## src/rtl/fpls_pkg.sv

```systemverilog
`timescale 1ns / 1ps

package fpls_pkg;

  localparam int DEF_COORD_BITS = 12;
  localparam int DEF_COLOR_BITS = 8;

  // dda accumulator and step widths
  localparam int FRAC_BITS = 16;
  localparam int STEP_BITS = FRAC_BITS + 1;
  localparam int QUO_BITS  = STEP_BITS + 1;
  localparam int CNT_BITS  = $clog2(QUO_BITS);
  localparam logic [FRAC_BITS-1:0] ACC_INIT = 16'h8000;
  localparam logic [CNT_BITS-1:0]  DIV_LAST = CNT_BITS'(QUO_BITS - 1);

  // request codes
  localparam logic REQ_START = 1'b0;
  localparam logic REQ_STEP  = 1'b1;

  // program counter
  localparam int PC_BITS = 2;
  localparam logic [PC_BITS-1:0] PC_DISPATCH = 2'd0;
  localparam logic [PC_BITS-1:0] PC_DIVIDE   = 2'd1;
  localparam logic [PC_BITS-1:0] PC_FINISH   = 2'd2;

  // sequencing codes
  localparam logic [1:0] BR_START = 2'd0;  // to target on a start of a line longer than one point, else stay
  localparam logic [1:0] BR_LOOP  = 2'd1;  // back to target while count left
  localparam logic [1:0] BR_OUT   = 2'd2;  // to target once the result slot is free
  localparam logic [1:0] BR_HOLD  = 2'd3;

  typedef struct packed {
    logic               take_in;
    logic               div_step;
    logic               emit_first;
    logic [1:0]         br;
    logic [PC_BITS-1:0] target;
  } ctrl_t;

  function automatic ctrl_t ucode(input logic [PC_BITS-1:0] pc);
    ctrl_t cw;
    cw = '{take_in: 1'b0, div_step: 1'b0, emit_first: 1'b0, br: BR_HOLD,
           target: PC_DISPATCH};
    case (pc)
      PC_DISPATCH: begin
        cw.take_in = 1'b1;
        cw.br      = BR_START;
        cw.target  = PC_DIVIDE;
      end
      PC_DIVIDE: begin
        cw.div_step = 1'b1;
        cw.br       = BR_LOOP;
        cw.target   = PC_DIVIDE;
      end
      PC_FINISH: begin
        cw.emit_first = 1'b1;
        cw.br         = BR_OUT;
        cw.target     = PC_DISPATCH;
      end
      default: begin
        cw.br     = BR_OUT;
        cw.target = PC_DISPATCH;
      end
    endcase
    return cw;
  endfunction

endpackage

```

## src/rtl/fixed_point_line_stepper_unit.sv

```systemverilog
`timescale 1ns / 1ps

// Line pixel pump using a 16-bit fixed-point DDA. A start transaction
// (req_type 0) sorts the endpoints top to bottom, picks the major axis and
// then runs a restoring divider, one quotient bit per cycle, to get the
// rounded minor-axis step; the first pixel comes out after the dispatch,
// divide and finish steps, or in the next cycle for a single-point line.
// Each step transaction (req_type 1) returns the next pixel, so a line
// streams at one pixel per cycle while the output is not stalled. A step
// with no line in progress returns pixel_valid 0 with all other fields
// zero. A start abandons any line in progress. The sequencing comes from
// a three-word control program.
module fixed_point_line_stepper_unit #(
  parameter int COORD_BITS = fpls_pkg::DEF_COORD_BITS,
  parameter int COLOR_BITS = fpls_pkg::DEF_COLOR_BITS
) (
  input  logic                  clk,
  input  logic                  rst_n,

  input  logic                  in_valid,
  output logic                  in_stall,
  input  logic                  in_req_type,
  input  logic [COORD_BITS-1:0] in_x_start,
  input  logic [COORD_BITS-1:0] in_y_start,
  input  logic [COORD_BITS-1:0] in_x_end,
  input  logic [COORD_BITS-1:0] in_y_end,
  input  logic [COLOR_BITS-1:0] in_line_color,

  output logic                  out_valid,
  input  logic                  out_stall,
  output logic [COORD_BITS-1:0] out_pixel_x,
  output logic [COORD_BITS-1:0] out_pixel_y,
  output logic [COLOR_BITS-1:0] out_pixel_color,
  output logic                  out_pixel_valid,
  output logic                  out_last_pixel
);

  import fpls_pkg::*;

  localparam logic [COORD_BITS-1:0] CRD_ONE = COORD_BITS'(1);

  // sequencer
  logic [PC_BITS-1:0]    pc_r, pc_nxt;
  logic [CNT_BITS-1:0]   cnt_r, cnt_nxt;
  ctrl_t                 cw;

  // line state
  logic [COORD_BITS-1:0] cur_x_r, cur_x_nxt;
  logic [COORD_BITS-1:0] cur_y_r, cur_y_nxt;
  logic [COORD_BITS-1:0] steps_left_r, steps_left_nxt;
  logic [STEP_BITS-1:0]  frac_step_r, frac_step_nxt;
  logic [FRAC_BITS-1:0]  err_accum_r, err_accum_nxt;
  logic                  x_step_neg_r, x_step_neg_nxt;
  logic                  y_is_major_r, y_is_major_nxt;
  logic                  busy_r, busy_nxt;
  logic [COLOR_BITS-1:0] held_color_r, held_color_nxt;

  // divider
  logic [COORD_BITS:0]   rem_r, rem_nxt;
  logic [QUO_BITS-1:0]   quo_r, quo_nxt;

  // result register
  logic                  out_valid_r, out_valid_nxt;
  logic [COORD_BITS-1:0] o_x_r, o_x_nxt;
  logic [COORD_BITS-1:0] o_y_r, o_y_nxt;
  logic [COLOR_BITS-1:0] o_color_r, o_color_nxt;
  logic                  o_pv_r, o_pv_nxt;
  logic                  o_last_r, o_last_nxt;

  logic                  out_free;
  logic                  in_take;
  logic                  is_start;

  // start setup
  logic                  swap;
  logic [COORD_BITS-1:0] sx0, sy0, sx1, sy1;
  logic [COORD_BITS-1:0] dx, dy, major, minor;
  logic                  neg, ymaj, single_pt;

  // dda step
  logic [STEP_BITS-1:0]  acc_sum;
  logic                  carry;
  logic [COORD_BITS-1:0] x_adv;
  logic [COORD_BITS-1:0] steps_dec;

  // divide step
  logic [COORD_BITS:0]   div_sub;
  logic                  div_ge;
  logic [COORD_BITS:0]   div_keep;
  logic [QUO_BITS-1:0]   quo_rnd;

  assign cw       = ucode(pc_r);
  assign out_free = !out_valid_r || !out_stall;
  assign in_stall = !(cw.take_in && out_free);
  assign in_take  = in_valid && !in_stall;
  assign is_start = in_req_type == REQ_START;

  always_comb begin
    swap  = in_y_start > in_y_end;
    sx0   = swap ? in_x_end   : in_x_start;
    sy0   = swap ? in_y_end   : in_y_start;
    sx1   = swap ? in_x_start : in_x_end;
    sy1   = swap ? in_y_start : in_y_end;
    neg   = sx1 < sx0;
    dx    = neg ? sx0 - sx1 : sx1 - sx0;
    dy    = sy1 - sy0;
    ymaj  = dy > dx;
    major = ymaj ? dy : dx;
    minor = ymaj ? dx : dy;
    single_pt = (dx == '0) && (dy == '0);
  end

  always_comb begin
    acc_sum   = {1'b0, err_accum_r} + frac_step_r;
    carry     = acc_sum[STEP_BITS-1];
    x_adv     = x_step_neg_r ? cur_x_r - CRD_ONE : cur_x_r + CRD_ONE;
    steps_dec = steps_left_r - CRD_ONE;
  end

  always_comb begin
    div_ge   = rem_r >= {1'b0, steps_left_r};
    div_sub  = rem_r - {1'b0, steps_left_r};
    div_keep = div_ge ? div_sub : rem_r;
    quo_rnd  = quo_r + QUO_BITS'(1);
  end

  always_comb begin
    pc_nxt         = pc_r;
    cnt_nxt        = cnt_r;
    cur_x_nxt      = cur_x_r;
    cur_y_nxt      = cur_y_r;
    steps_left_nxt = steps_left_r;
    frac_step_nxt  = frac_step_r;
    err_accum_nxt  = err_accum_r;
    x_step_neg_nxt = x_step_neg_r;
    y_is_major_nxt = y_is_major_r;
    busy_nxt       = busy_r;
    held_color_nxt = held_color_r;
    rem_nxt        = rem_r;
    quo_nxt        = quo_r;
    out_valid_nxt  = out_valid_r && out_stall;
    o_x_nxt        = o_x_r;
    o_y_nxt        = o_y_r;
    o_color_nxt    = o_color_r;
    o_pv_nxt       = o_pv_r;
    o_last_nxt     = o_last_r;

    if (in_take) begin
      if (is_start) begin
        cur_x_nxt      = sx0;
        cur_y_nxt      = sy0;
        held_color_nxt = in_line_color;
        x_step_neg_nxt = neg;
        err_accum_nxt  = ACC_INIT;
        if (single_pt) begin
          busy_nxt       = 1'b0;
          steps_left_nxt = '0;
          frac_step_nxt  = '0;
          y_is_major_nxt = 1'b0;
          out_valid_nxt  = 1'b1;
          o_x_nxt        = sx0;
          o_y_nxt        = sy0;
          o_color_nxt    = in_line_color;
          o_pv_nxt       = 1'b1;
          o_last_nxt     = 1'b1;
        end else begin
          busy_nxt       = 1'b1;
          steps_left_nxt = major;
          y_is_major_nxt = ymaj;
          rem_nxt        = {1'b0, minor};
          quo_nxt        = '0;
          cnt_nxt        = DIV_LAST;
        end
      end else if (busy_r) begin
        err_accum_nxt = acc_sum[FRAC_BITS-1:0];
        if (y_is_major_r) begin
          if (carry) cur_x_nxt = x_adv;
          cur_y_nxt = cur_y_r + CRD_ONE;
        end else begin
          if (carry) cur_y_nxt = cur_y_r + CRD_ONE;
          cur_x_nxt = x_adv;
        end
        steps_left_nxt = steps_dec;
        busy_nxt       = steps_dec != '0;
        out_valid_nxt  = 1'b1;
        o_x_nxt        = cur_x_nxt;
        o_y_nxt        = cur_y_nxt;
        o_color_nxt    = held_color_r;
        o_pv_nxt       = 1'b1;
        o_last_nxt     = steps_dec == '0;
      end else begin
        out_valid_nxt = 1'b1;
        o_x_nxt       = '0;
        o_y_nxt       = '0;
        o_color_nxt   = '0;
        o_pv_nxt      = 1'b0;
        o_last_nxt    = 1'b0;
      end
    end

    // one quotient bit per cycle, remainder stays below twice the divisor
    if (cw.div_step) begin
      quo_nxt = {quo_r[QUO_BITS-2:0], div_ge};
      rem_nxt = {div_keep[COORD_BITS-1:0], 1'b0};
      cnt_nxt = cnt_r - CNT_BITS'(1);
    end

    if (cw.emit_first && out_free) begin
      frac_step_nxt = quo_rnd[QUO_BITS-1:1];
      out_valid_nxt = 1'b1;
      o_x_nxt       = cur_x_r;
      o_y_nxt       = cur_y_r;
      o_color_nxt   = held_color_r;
      o_pv_nxt      = 1'b1;
      o_last_nxt    = 1'b0;
    end

    case (cw.br)
      BR_START: if (in_take && is_start && !single_pt) pc_nxt = cw.target;
      BR_LOOP:  pc_nxt = (cnt_r != '0) ? cw.target : pc_r + PC_BITS'(1);
      BR_OUT:   if (out_free) pc_nxt = cw.target;
      default:  pc_nxt = pc_r;
    endcase
  end

  always_ff @(posedge clk) begin
    if (!rst_n) begin
      pc_r        <= PC_DISPATCH;
      busy_r      <= 1'b0;
      out_valid_r <= 1'b0;
      err_accum_r <= ACC_INIT;
    end else begin
      pc_r        <= pc_nxt;
      busy_r      <= busy_nxt;
      out_valid_r <= out_valid_nxt;
      err_accum_r <= err_accum_nxt;
    end
  end

  always_ff @(posedge clk) begin
    cnt_r        <= cnt_nxt;
    cur_x_r      <= cur_x_nxt;
    cur_y_r      <= cur_y_nxt;
    steps_left_r <= steps_left_nxt;
    frac_step_r  <= frac_step_nxt;
    x_step_neg_r <= x_step_neg_nxt;
    y_is_major_r <= y_is_major_nxt;
    held_color_r <= held_color_nxt;
    rem_r        <= rem_nxt;
    quo_r        <= quo_nxt;
    o_x_r        <= o_x_nxt;
    o_y_r        <= o_y_nxt;
    o_color_r    <= o_color_nxt;
    o_pv_r       <= o_pv_nxt;
    o_last_r     <= o_last_nxt;
  end

  assign out_valid       = out_valid_r;
  assign out_pixel_x     = o_x_r;
  assign out_pixel_y     = o_y_r;
  assign out_pixel_color = o_color_r;
  assign out_pixel_valid = o_pv_r;
  assign out_last_pixel  = o_last_r;

`ifndef SYNTH
  // last divide iteration hands over to the finish step
  a_div_exit: assert property (@(posedge clk) disable iff (!rst_n)
    (pc_r == PC_DIVIDE && cnt_r == '0) |=> pc_r == PC_FINISH)
    else $error("divider did not exit to finish step");

  // a line in progress always has pixels left while steps are taken
  a_busy_steps: assert property (@(posedge clk) disable iff (!rst_n)
    (pc_r == PC_DISPATCH && busy_r) |-> steps_left_r != '0)
    else $error("busy with no steps left");

  // the rounded step never exceeds one whole pixel
  a_step_range: assert property (@(posedge clk) disable iff (!rst_n)
    (pc_r == PC_DISPATCH && frac_step_r[STEP_BITS-1]) |-> frac_step_r[FRAC_BITS-1:0] == '0)
    else $error("fractional step above one pixel");

  // an invalid pixel carries only zeros
  a_idle_zero: assert property (@(posedge clk) disable iff (!rst_n)
    (out_valid_r && !o_pv_r) |-> (o_x_r == '0 && o_y_r == '0 && o_color_r == '0 && !o_last_r))
    else $error("idle step result not cleared");
`endif

endmodule

```

## config.mk

```make
export PLATFORM = sky130hd
export DESIGN_NAME = fixed_point_line_stepper_unit
export DESIGN_NICKNAME = d
export VERILOG_FILES = /design/src/rtl/fpls_pkg.sv /design/src/rtl/fixed_point_line_stepper_unit.sv
export SDC_FILE = /design/constraint.sdc
export NUM_CORES = 1
export LEC_CHECK = 0
export BUFFER_PORTS_ARGS = -buffer_cell sky130_fd_sc_hd__buf_4
export CAP_MARGIN = 20
export CORE_MARGIN = 2
export CORE_UTILIZATION = 53
export DETAILED_ROUTE_END_ITERATION = 12
export GPL_ROUTABILITY_DRIVEN = 0
export PLACE_DENSITY = 0.82
export SYNTH_ARGS = -nofsm -noshare
export SYNTH_HDL_FRONTEND = slang
export SYNTH_SLANG_ARGS = --single-unit
```

## constraint.sdc

```tcl
create_clock -name clk -period 6.94 [get_ports clk]
set_input_delay 0.347 -clock clk [delete_from_list [all_inputs] [get_ports clk]]
set_output_delay 0.347 -clock clk [all_outputs]
set_load 0.1 [all_outputs]
```

==> Word level (Yosys, flattened, before mapping) <==
Cells that the tools add are included.
W data, S select, Z words.
{ "op_classes": {"order_cmp": 4, "muxes": 73, "n_bitwise": 2, "reduce_logical": 33, "n_eq_ne": 10, "n_addsub": 12} }
{ "op_table": {"columns": ["op", "n"], "rows": [
  ["$mux W12", 30],
  ["$mux W18", 4],
  ["$mux W17", 4],
  ["$mux W13", 4],
  ["$sub A12 B12 Y12", 4],
  ["$mux W8", 5],
  ["$logic_not A12 Y1", 3],
  ["$mux W16", 2],
  ["$add A12 B1 Y12 const B", 2],
  ["$gt A12 B12 Y1", 2],
  ["$sub A12 B1 Y12 const B", 2],
  ["$mux W5", 4],
  ["$add A18 B1 Y18 const B", 1],
  ["$add A16 B17 Y17", 1],
  ["$mux W1", 15],
  ["$ge A13 B12 Y1", 1],
  ["$lt A12 B12 Y1", 1],
  ["$reduce_and A3 Y1", 4],
  ["$reduce_bool A12 Y1", 1],
  ["$pmux W4 S2", 1],
  ["$reduce_and A2 Y1", 4],
  ["$reduce_bool A2 Y1", 4],
  ["$logic_and A1 B1 Y1", 7],
  ["$mux W2", 3],
  ["other kinds (13)", 25]
]} }
{ "word_totals": {"input_bits": 61, "out_inout_bits": 36, "wordCells": 154, "regBits": 153} }

==> Longest topological paths before layout <==
Gate-level depths: netlist (run 1).
{ "depth": {"ltp_word": 10, "depth_mapped": 35} }

==> Least setup slack after synthesis (run 1) <==
OpenSTA, ideal clock, no wires.
{ "synth_path": {"kind": "input -> register", "from": "in in_y_end[7]", "to": "reg steps_left_r[11] (data pin)", "setup_slack_ps": 367, "arrival_ps": 6296, "cell_stages": 32, "path_buffers": 8, "cell_sequence": "inv_1 ha_1 buf_6 a21oi_2 o21ai_1 a211oi_4 a21oi_2 buf_2 buf_4 buf_2 buf_1 o22a_1 ha_1 a21oi_1 o31ai_1 o211ai_2 a31oi_1 or3_1 buf_6 or4_1 o211ai_1 inv_1 ha_1 nand4_1 or2_2 o21ai_0 o22a_1 buf_1 clkbuf_1 nor2_1 a211oi_1 a21oi_1"} }
{ "synth_between": {"elab_chain_len": 8, "word_cells_on_any_way": 17, "classes_between": "add/sub: 3; order compare: 3; mux: 8; reduce/logical: 3"} }
{ "synth_lines": {"columns": ["item", "line_no", "source"], "rows": [
  ["from (decl)", "fixed_point_line_stepper_unit.sv:26", "input logic [COORD_BITS-1:0] in_y_end,"],
  ["$gt A12 B12 Y1", "fixed_point_line_stepper_unit.sv:99", "swap = in_y_start > in_y_end;"],
  ["$mux W12, on equally long branches", "fixed_point_line_stepper_unit.sv:102, fixed_point_line_stepper_unit.sv:100", null],
  ["$sub A12 B12 Y12 or $lt A12 B12 Y1 (tied branches)", "fixed_point_line_stepper_unit.sv:105, fixed_point_line_stepper_unit.sv:104", null],
  ["$mux W12", "fixed_point_line_stepper_unit.sv:105", "dx = neg ? sx0 - sx1 : sx1 - sx0;"],
  ["$gt A12 B12 Y1 or $logic_not A12 Y1 (tied branches)", "fixed_point_line_stepper_unit.sv:107, fixed_point_line_stepper_unit.sv:110", null],
  ["$mux W12 or $logic_and A1 B1 Y1 (tied branches)", "fixed_point_line_stepper_unit.sv:108, fixed_point_line_stepper_unit.sv:110", null],
  ["$mux W12 *", "fixed_point_line_stepper_unit.sv:155", "if (single_pt) begin"],
  ["$mux W12 *", "fixed_point_line_stepper_unit.sv:149", "if (is_start) begin"],
  ["to (signal assigned)", "fixed_point_line_stepper_unit.sv:244", "steps_left_r <= steps_left_nxt;"],
  ["to (decl)", "fixed_point_line_stepper_unit.sv:50", "logic [COORD_BITS-1:0] steps_left_r, steps_left_nxt;"]
]} }
Every way passes the cells marked *; elsewhere a longest branch is shown, timed or not.
A chain may end at the register's enable or synchronous reset.

==> Worst setup path after layout (run 1) <==
{ "layout_path": {"from": "in in_y_end[7]", "to": "reg rem_r[1] (data pin)"} }
{ "layout_between": {"elab_chain_len": 10, "word_cells_on_any_way": 16, "classes_between": "add/sub: 3; order compare: 3; mux: 10"} }
{ "layout_lines": {"columns": ["item", "line_no", "source"], "rows": [
  ["$gt A12 B12 Y1", "fixed_point_line_stepper_unit.sv:99", null],
  ["$mux W12, on equally long branches", "fixed_point_line_stepper_unit.sv:102, fixed_point_line_stepper_unit.sv:100", null],
  ["$sub A12 B12 Y12 or $lt A12 B12 Y1 (tied branches)", "fixed_point_line_stepper_unit.sv:105, fixed_point_line_stepper_unit.sv:104", null],
  ["$mux W12", "fixed_point_line_stepper_unit.sv:105", null],
  ["$gt A12 B12 Y1", "fixed_point_line_stepper_unit.sv:107", "ymaj = dy > dx;"],
  ["$mux W12 *", "fixed_point_line_stepper_unit.sv:109", "minor = ymaj ? dx : dy;"],
  ["$mux W13 *", "fixed_point_line_stepper_unit.sv:155", null],
  ["$mux W13 *", "fixed_point_line_stepper_unit.sv:149", null],
  ["$mux W13 *", "fixed_point_line_stepper_unit.sv:148", "if (in_take) begin"],
  ["$mux W13 *", "fixed_point_line_stepper_unit.sv:202", "if (cw.div_step) begin"],
  ["net rem_nxt[1]", "fixed_point_line_stepper_unit.sv:59", "logic [COORD_BITS:0] rem_r, rem_nxt;"],
  ["to (signal assigned)", "fixed_point_line_stepper_unit.sv:249", "rem_r <= rem_nxt;"],
  ["to (decl)", "fixed_point_line_stepper_unit.sv:59", null]
]} }
Mark *: on every way through the listed nets, which the timed path passes. The rest lies on a longest branch. The select of a mux whose other input is x is not followed.

==> Flow_metrics.wiki, run 1 <==
{| class="wikitable"
! Metric !! Value
|-
| Mean area per synthesized cell || a little over 9 um2
|-
| Slack of the critical path || 0.863 ns
|-
| Cell area after synthesis || around 13000 um2
|-
| IO Count || 97
|-
| Power density relative to cell area || 300 nW/um2
|-
| Minimum clock period after layout || roughly 6 ns
|-
| Status || finished clean
|-
| Fraction of the cycle the final worst path needs || 0.876
|-
| Most frequent standard cell in the layout excluding fill and tap cells || sky130_fd_sc_hd__nor2_1
|-
| Crit. Startpoint || in_y_end[7]
|-
| Clock tree from TritonCTS || built
|-
| Setup crit end kind || flip-flop
|-
| Pin count of the biggest net entering global routing || 56
|-
| Largest vdd supply drop || between 0.15 and 0.2 mV
|-
| Source of the worst hold timing path || in_line_color[2]
|-
| Wire per inst || ~19 um
|-
| Final hold slack || approximately 0.11 ns
|-
| Setup repair after global routing missed its margin || no
|-
| Via Count || 11.3k
|-
| Clk_lat worst skew || about 0.44 ns
|-
| Worst Skew || between 0.01 and 0.015 ns
|-
| Post-detailed-route DRC marker count || 0
|-
| Kind of start point of the critical path || input pin
|-
| Buffer cell driving the clock tree root || sky130_fd_sc_hd__clkbuf_16
|-
| Max Root-Sink Buffers || 2
|-
| Top cell type by total area after synthesis || sky130_fd_sc_hd__edfxtp_1
|-
| Synthesis Warnings || 0
|-
| Overflow left after global routing || 0
|-
| Utilization after layout || 0.607
|-
| First-pass GRT wire length || ~54 mm
|-
| Layout Nets || 1606
|-
| Setup TNS || 0 ns
|-
| Synthesis-to-finish area growth || 12.6%
|-
| Proportion of synthesized chip area in sequential cells || 0.345
|-
| Final WL || ~34 mm
|-
| Worst stage delay on the critical path || ~0.60 ns
|-
| Kind of path behind the tightest hold check || in2reg
|-
| HPWL after detailed placement || 25.0 mm
|-
| Synth Register Bits || ~150
|-
| Final Hold Vio Count || 0
|-
| Required time at the worst-slack endpoint || around 7.2 ns
|-
| Most used flip-flop cell after synthesis || sky130_fd_sc_hd__edfxtp_1
|-
| Share of synthesized flip-flops with an asynchronous set or reset || 0
|-
| Crit Path Category || in2reg
|-
| Transition time at the pin with the least slew margin || around 0.90 ns
|-
| CP max stage cell || sky130_fd_sc_hd__or4_1
|-
| Inst Count DP || about 1.8k
|-
| PostCTS Resize Cnt || 0
|-
| Number of synthesized flops with an enable pin || 130
|-
| Number of setup buffers added after CTS || 0
|-
| H-tree levels || 4
|-
| Leading post-synthesis cells by cell area || sky130_fd_sc_hd__edfxtp_1, sky130_fd_sc_hd__ha_1, sky130_fd_sc_hd__xnor2_1
|-
| Initial antenna violation count || 1
|-
| Die Width || approximately 160 um
|-
| Worst setup timing slack at the placement stage || ~0.55 ns
|-
| Number of global-route vias before repair || 10.6k
|-
| Cts-stage hold buffer count || 0
|-
| Static Leak || roughly 6 nW
|-
| Nets in the synthesized netlist || 1533
|-
| Core Region || ~23000 um2
|-
| Number of routed nets with antenna violations || 0
|-
| Non-filler cells in the finished layout || between 1.5k and 2k
|-
| Worst relative slew slack || 0.401
|-
| Count of pins over their slew limit || 0
|-
| Crit path DAT || roughly 6.4 ns
|-
| Fraction of final layout cells sized beyond drive strength 1 || 0.130
|-
| Post-DR vias/cell || about 6.3
|-
| Fraction of post-synthesis cell area in the top cell type by area || 0.308
|-
| Number of distinct library cells after synthesis || between 90 and 100
|-
| Post-CTS clock slew at the launch and capture registers of the worst setup and hold paths || roughly 0.07 ns
|-
| Count of maximum capacitance violations || 0
|-
| Final-report setup violation count || 0
|-
| Fmax || between 150 and 200 MHz
|-
| Router iterations before antenna repair || 7
|-
| Count of mapped cells out of synthesis || roughly 1.4k
|-
| Crit Reg-Reg Startpoint || frac_step_r[0]$_SDFFCE_PN0P_
|-
| DR iter-0 viols || ~1.3k
|-
| Die ar. || 25100 um2
|-
| Largest fanout on the critical path || 16
|-
| Number of clock sinks || between 150 and 200
|-
| Number of buffers created by CTS || 17
|-
| Most used cells in the layout excluding fill and tap cells || sky130_fd_sc_hd__nor2_1, sky130_fd_sc_hd__edfxtp_1, sky130_fd_sc_hd__buf_4
|-
| Most numerous cell on the critical path || sky130_fd_sc_hd__ha_1
|-
| Global router's overall resource usage || 0.271
|-
| Die H || between 150 and 200 um
|-
| Total number of placement rows || 56
|-
| Starting density of the core || 0.539
|-
| Port Buffer Count || 96
|}
[metrics by stage]
step / instance area [um2] / power (mW)
after detailed placement: 13600 / 3.30
after CTS: 14200 / 4.25
after floorplan: 12700 / 2.84
after global placement: 13600 / 3.26
final: 14300 / 4.27
after global routing: 14300 / 4.51
[registers in the layout (all words and copies together), names as in the netlist, 8 cells and up]
name	cells
cur_x_r	12
cur_y_r	12
err_accum_r	16
frac_step_r	17
held_color_r	8
out_pixel_color	8
out_pixel_x	12
out_pixel_y	12
quo_r	18
rem_r	13
steps_left_r	12
[routing by layer]
metal  vias to the layer above  routed length [um]  track usage
met5                         -                  13            0
met4                         2                 982        0.104
met3                        96                2960       0.0430
met2                       569               15400        0.434
met1                      5298               14600        0.369
li1                       5319                   -            -
[worst paths after layout]
path                                      end  slack [ns]  cells past startpoint
setup / recovery           rem_r[1]$_DFFE_PP_        0.86                     26
hold / removal      held_color_r[2]$_DFFE_PP_        0.11                      1
setup reg to reg     out_pixel_y[9]$_DFFE_PP_        2.45                     15
hold reg to reg   err_accum_r[2]$_SDFFE_PN0P_        0.48                      2
[where the power goes]
| part | total (mW) | switching, mW | internal, mW |
|---|---|---|---|
| clock | 0.938 | 0.453 | 0.485 |
| sequential | 1.38 | 0.134 | 1.25 |
| combinational | 1.96 | 1.20 | 0.751 |
| total | 4.27 | 1.79 | 2.48 |
[synth_stat cells (11+ instances only)]
cell type	count
sky130_fd_sc_hd__nor2_1	133
sky130_fd_sc_hd__edfxtp_1	130
sky130_fd_sc_hd__nand2_1	91
sky130_fd_sc_hd__inv_1	85
sky130_fd_sc_hd__a21oi_1	83
sky130_fd_sc_hd__ha_1	75
sky130_fd_sc_hd__xnor2_1	63
sky130_fd_sc_hd__mux2i_1	50
sky130_fd_sc_hd__o21ai_0	43
sky130_fd_sc_hd__clkbuf_1	42
sky130_fd_sc_hd__nor2b_1	42
sky130_fd_sc_hd__nand3_1	37
sky130_fd_sc_hd__a22o_1	32
sky130_fd_sc_hd__and2_1	30
sky130_fd_sc_hd__xor2_1	27
sky130_fd_sc_hd__nand2b_1	25
sky130_fd_sc_hd__nor3_1	25
sky130_fd_sc_hd__a211oi_1	23
sky130_fd_sc_hd__dfxtp_1	23
sky130_fd_sc_hd__and3_1	19
sky130_fd_sc_hd__a21o_1	17
sky130_fd_sc_hd__a22oi_1	17
sky130_fd_sc_hd__nand4_1	16
sky130_fd_sc_hd__a31oi_1	15
sky130_fd_sc_hd__nor4_1	15
sky130_fd_sc_hd__maj3_1	14
sky130_fd_sc_hd__mux2_2	14
sky130_fd_sc_hd__o21a_1	12
sky130_fd_sc_hd__o211a_1	11
[worst max-delay path, delay by kind of cell]
family,cells,cell delay [ns]
buf+inv,4,0.50
simple gates,6,1.71
compound gates,13,2.90
fa+ha+maj,3,0.90
[cell families (layout without fill, tap and decap cells)]
| kind of cell | count (synthesis) | count (layout) | synth area share |
|---|---|---|---|
| simple gates | 468 | 468 | 0.186 |
| xor+xnor | 90 | 90 | 0.0623 |
| flops | 153 | 153 | 0.345 |
| other cells | 0 | 1 | 0 |
| buf+inv | 150 | 236 | 0.0501 |
| fa+ha+maj | 94 | 94 | 0.0917 |
| mux | 65 | 65 | 0.0532 |
| compound gates | 374 | 374 | 0.212 |
[layout make-up]
cell class	instances	area (um2)
diodes	1	2.50
clock inverters	15	176
inverters	86	328
fillers	1938	9210
clock buffers	17	425
well taps	319	399
repair buffers	118	892
multi-input cells	1091	7670
flip-flops and latches	153	4360
Note: power is estimated with default switching activity, not from simulation.
==> run 2, diff against run 1 <==
CTS_BUF_LIST = sky130_fd_sc_hd__clkbuf_8   (was default)
CTS_CLUSTER_SIZE = 8   (was default)
==> run 2 against run 1 <==
Compared with the run above:
- utilization decreased by 0.84 points
- routed wire length shrank 1.2%
- setup slack better by 0.050 ns
- global-route usage is 0.30 points lower
- clock skew rose by 0.0091 ns
- clock-buffer cell count unchanged
- total power is 5.7% lower
==> Flow_metrics.wiki, run 2 (synthesized netlist as in run 1, its figures left out) <==
{| class="wikitable"
! Metric !! Value
|-
| Starting density of the core || 0.539 (unchanged)
|-
| Core Region || 23500 um2 (unchanged)
|-
| Setup repair after global routing missed its margin || no
|-
| Crit path DAT || 6.36 ns (about the same)
|-
| Kind of path behind the tightest hold check || in2reg
|-
| Via Count || 11.2k (-0.45%)
|-
| Most numerous cell on the critical path || sky130_fd_sc_hd__ha_1
|-
| Min-Delay Endpoint || held_color_r[2]$_DFFE_PP_
|-
| Reg2reg end || out_pixel_y[9]$_DFFE_PP_
|-
| Count of pins over their slew limit || 0 (unchanged)
|-
| Setup crit end kind || flip-flop
|-
| Initial antenna violation count || 1 (unchanged)
|-
| Number of routed nets with antenna violations || 0 (unchanged)
|-
| Port Buffer Count || 96 (unchanged)
|-
| Die ar. || 25100 um2 (unchanged)
|-
| Max Root-Sink Buffers || 2 (unchanged)
|-
| Setup TNS || 0 ns (unchanged)
|-
| PostCTS Resize Cnt || 0 (unchanged)
|-
| Cts-stage hold buffer count || 0 (unchanged)
|-
| Registers with the most flip-flops || quo_r (18), frac_step_r (17), err_accum_r (16)
|-
| Post-DR vias/cell || 6.24 (-0.45%)
|-
| Status || finished clean
|-
| HPWL after detailed placement || 25.0 mm (unchanged)
|-
| Count of cells along the worst register-to-register path || 15 (unchanged)
|-
| DR iter-0 viols || 1218 (-7.1%)
|-
| Number of fillers in the final layout || 1968 (+1.5%)
|-
| Most frequent standard cell in the layout excluding fill and tap cells || sky130_fd_sc_hd__nor2_1
|-
| Crit Reg-Reg Startpoint || frac_step_r[0]$_SDFFCE_PN0P_
|-
| Minimum clock period after layout || 6.03 ns (-0.0504 ns)
|-
| Source of the worst hold timing path || in_line_color[2]
|-
| Fmax || 166 MHz (+0.84%)
|-
| Part of the power in combinational logic || 0.484 (+0.027)
|-
| Number of cells on the worst hold path || 1 (unchanged)
|-
| Worst relative slew slack || 0.417 (+0.0161)
|-
| Largest vdd supply drop || 0.198 mV (-0.16%)
|-
| Worst stage delay on the critical path || 0.60 ns (about the same)
|-
| Die Width || 159 um (unchanged)
|-
| Internal power || 2.27 mW (-8.6%)
|-
| Net Sw Power || 1.76 mW (-1.7%)
|-
| Worst Skew || 0.0237 ns (+0.00908 ns)
|-
| Number of global-route vias before repair || 10.5k (-1.2%)
|-
| First-pass GRT wire length || 53.2 mm (-1.1%)
|-
| Clock tree from TritonCTS || built
|-
| Post-detailed-route DRC marker count || 0 (unchanged)
|-
| Net switching share of the total power || 0.437 (+0.0179)
|-
| IO Count || 97 (unchanged)
|-
| Post-CTS clock slew at the launch and capture registers of the worst setup and hold paths || 0.10 ns (+0.03 ns)
|-
| Router iterations before antenna repair || 8 (+1)
|-
| CP max stage cell || sky130_fd_sc_hd__or4_1
|-
| Fraction of the cycle the final worst path needs || 0.868 (-0.00727)
|-
| Transition time at the pin with the least slew margin || 0.872 ns (-0.0242 ns)
|-
| Wire per inst || 18.6 um (-1.2%)
|-
| Required time at the worst-slack endpoint || 7.27 ns (+0.03 ns)
|-
| Flip-flop count of the largest register, all copies and words added || 18 (unchanged)
|-
| Static Leak || 5.79 nW (-1.5%)
|-
| Most used cells in the layout excluding fill and tap cells || sky130_fd_sc_hd__nor2_1, sky130_fd_sc_hd__edfxtp_1, sky130_fd_sc_hd__buf_4
|-
| Global router's overall resource usage || 0.268 (-0.00304)
|-
| Number of buffers created by CTS || 17 (unchanged)
|-
| Fraction of power consumed by sequential logic || 0.342 (+0.019)
|-
| Largest fanout on the critical path || 16 (unchanged)
|-
| Overflow left after global routing || 0 (unchanged)
|-
| Number of setup buffers added after CTS || 0 (unchanged)
|-
| Power density relative to cell area || 287 nW/um2 (-4.4%)
|-
| Crit Path Category || in2reg
|-
| Buffer cell driving the clock tree root || sky130_fd_sc_hd__clkbuf_8
|-
| Final Hold Vio Count || 0 (unchanged)
|-
| Number of clock sinks || 153 (unchanged)
|-
| Pin count of the biggest net entering global routing || 56 (unchanged)
|-
| Most flops, register || quo_r
|-
| Clk_lat worst skew || 0.48 ns (+0.04 ns)
|-
| Die H || 159 um (unchanged)
|-
| Final hold slack || 0.0640 ns (-0.0424 ns)
|-
| Final WL || 33.5 mm (-1.2%)
|-
| Layout Nets || 1606 (unchanged)
|-
| Kind of start point of the critical path || input pin
|-
| Synthesis-to-finish area growth || 11.0%
|-
| Clock network power share || 0.174 (-0.046)
|-
| Fraction of final layout cells sized beyond drive strength 1 || 0.130 (unchanged)
|-
| H-tree levels || 4 (unchanged)
|-
| Worst R2R Setup Slack || 2.46 ns (about the same)
|-
| Final-report setup violation count || 0 (unchanged)
|-
| Count of maximum capacitance violations || 0 (unchanged)
|-
| Total number of placement rows || 56 (unchanged)
|}
-- run 2: cell types whose count changed in the layout (fill, tap and decap cells not counted), sizes merged --
cell	change
clkbuf	-1
buf	+1
-- run 2: how the worst max path moves through the flow --
stage           startpoint  slack (ns)                          to  cells after the start
2_1_floorplan  in_y_end[7]        0.37  steps_left_r[11]$_DFFE_PP_                     32
3_3_place_gp   in_y_end[7]        0.72          rem_r[1]$_DFFE_PP_                     26
3_5_place_dp   in_y_end[7]        0.55          rem_r[9]$_DFFE_PP_                     26
4_1_cts        in_y_end[7]        1.06          rem_r[1]$_DFFE_PP_                     26
5_1_grt        in_y_end[9]        0.61   steps_left_r[9]$_DFFE_PP_                     26
6_report       in_y_end[7]        0.91          rem_r[1]$_DFFE_PP_                     26
-- run 2: power groups by stage --
stage	clock network, mW	registers [mW]	logic [mW]
2_1_floorplan	0	1.52	1.32
3_3_place_gp	0	1.39	1.87
3_5_place_dp	0	1.39	1.91
4_1_cts	0.707	1.37	1.92
5_1_grt	0.744	1.40	2.12
6_report	0.701	1.38	1.95
-- run 2: routing by layer --
layer  routed length, um  global-route usage  vias to the layer above
met4                 917              0.0888                        2
met5                  13                   0                        -
met2               15200               0.431                      570
met1               14400               0.367                     5250
li1                    -                   -                     5324
met3                2990              0.0460                       87
-- run 2: through the flow --
| step | worst slack, ns | instances | power, mW | cell area [um2] | utilization |
|---|---|---|---|---|---|
| 3_3_place_gp | 0.718 | 1765 | 3.26 | 13600 | 0.581 |
| 4_1_cts | 1.06 | 1797 | 4.00 | 14000 | 0.598 |
| 3_5_place_dp | 0.554 | 1765 | 3.30 | 13600 | 0.581 |
| 5_1_grt | 0.611 | 1799 | 4.26 | 14100 | 0.599 |
| 6_report | 0.913 | 1800 | 4.03 | 14100 | 0.599 |
| 2_1_floorplan | 0.367 | 1394 | 2.84 | 12700 | - |
-- run 2: worst max-delay path, delay by kind of cell --
kind,cells,cell delay (ns)
fa+ha+maj,3,0.89
compound gates,13,2.88
buf+inv,4,0.50
simple gates,6,1.71
-- run 2: area by class of cell --
class / instances / area, um2 / share of cell area
flip-flops and latches: 153 / 4360 / 0.310
clock buffers: 17 / 234 / 0.0166
well taps: 319 / 399 / 0.0284
diodes: 1 / 2.50 / 0.000178
inverters: 86 / 328 / 0.0233
repair buffers: 118 / 886 / 0.0630
clock inverters: 15 / 176 / 0.0125
multi-input cells: 1091 / 7670 / 0.546
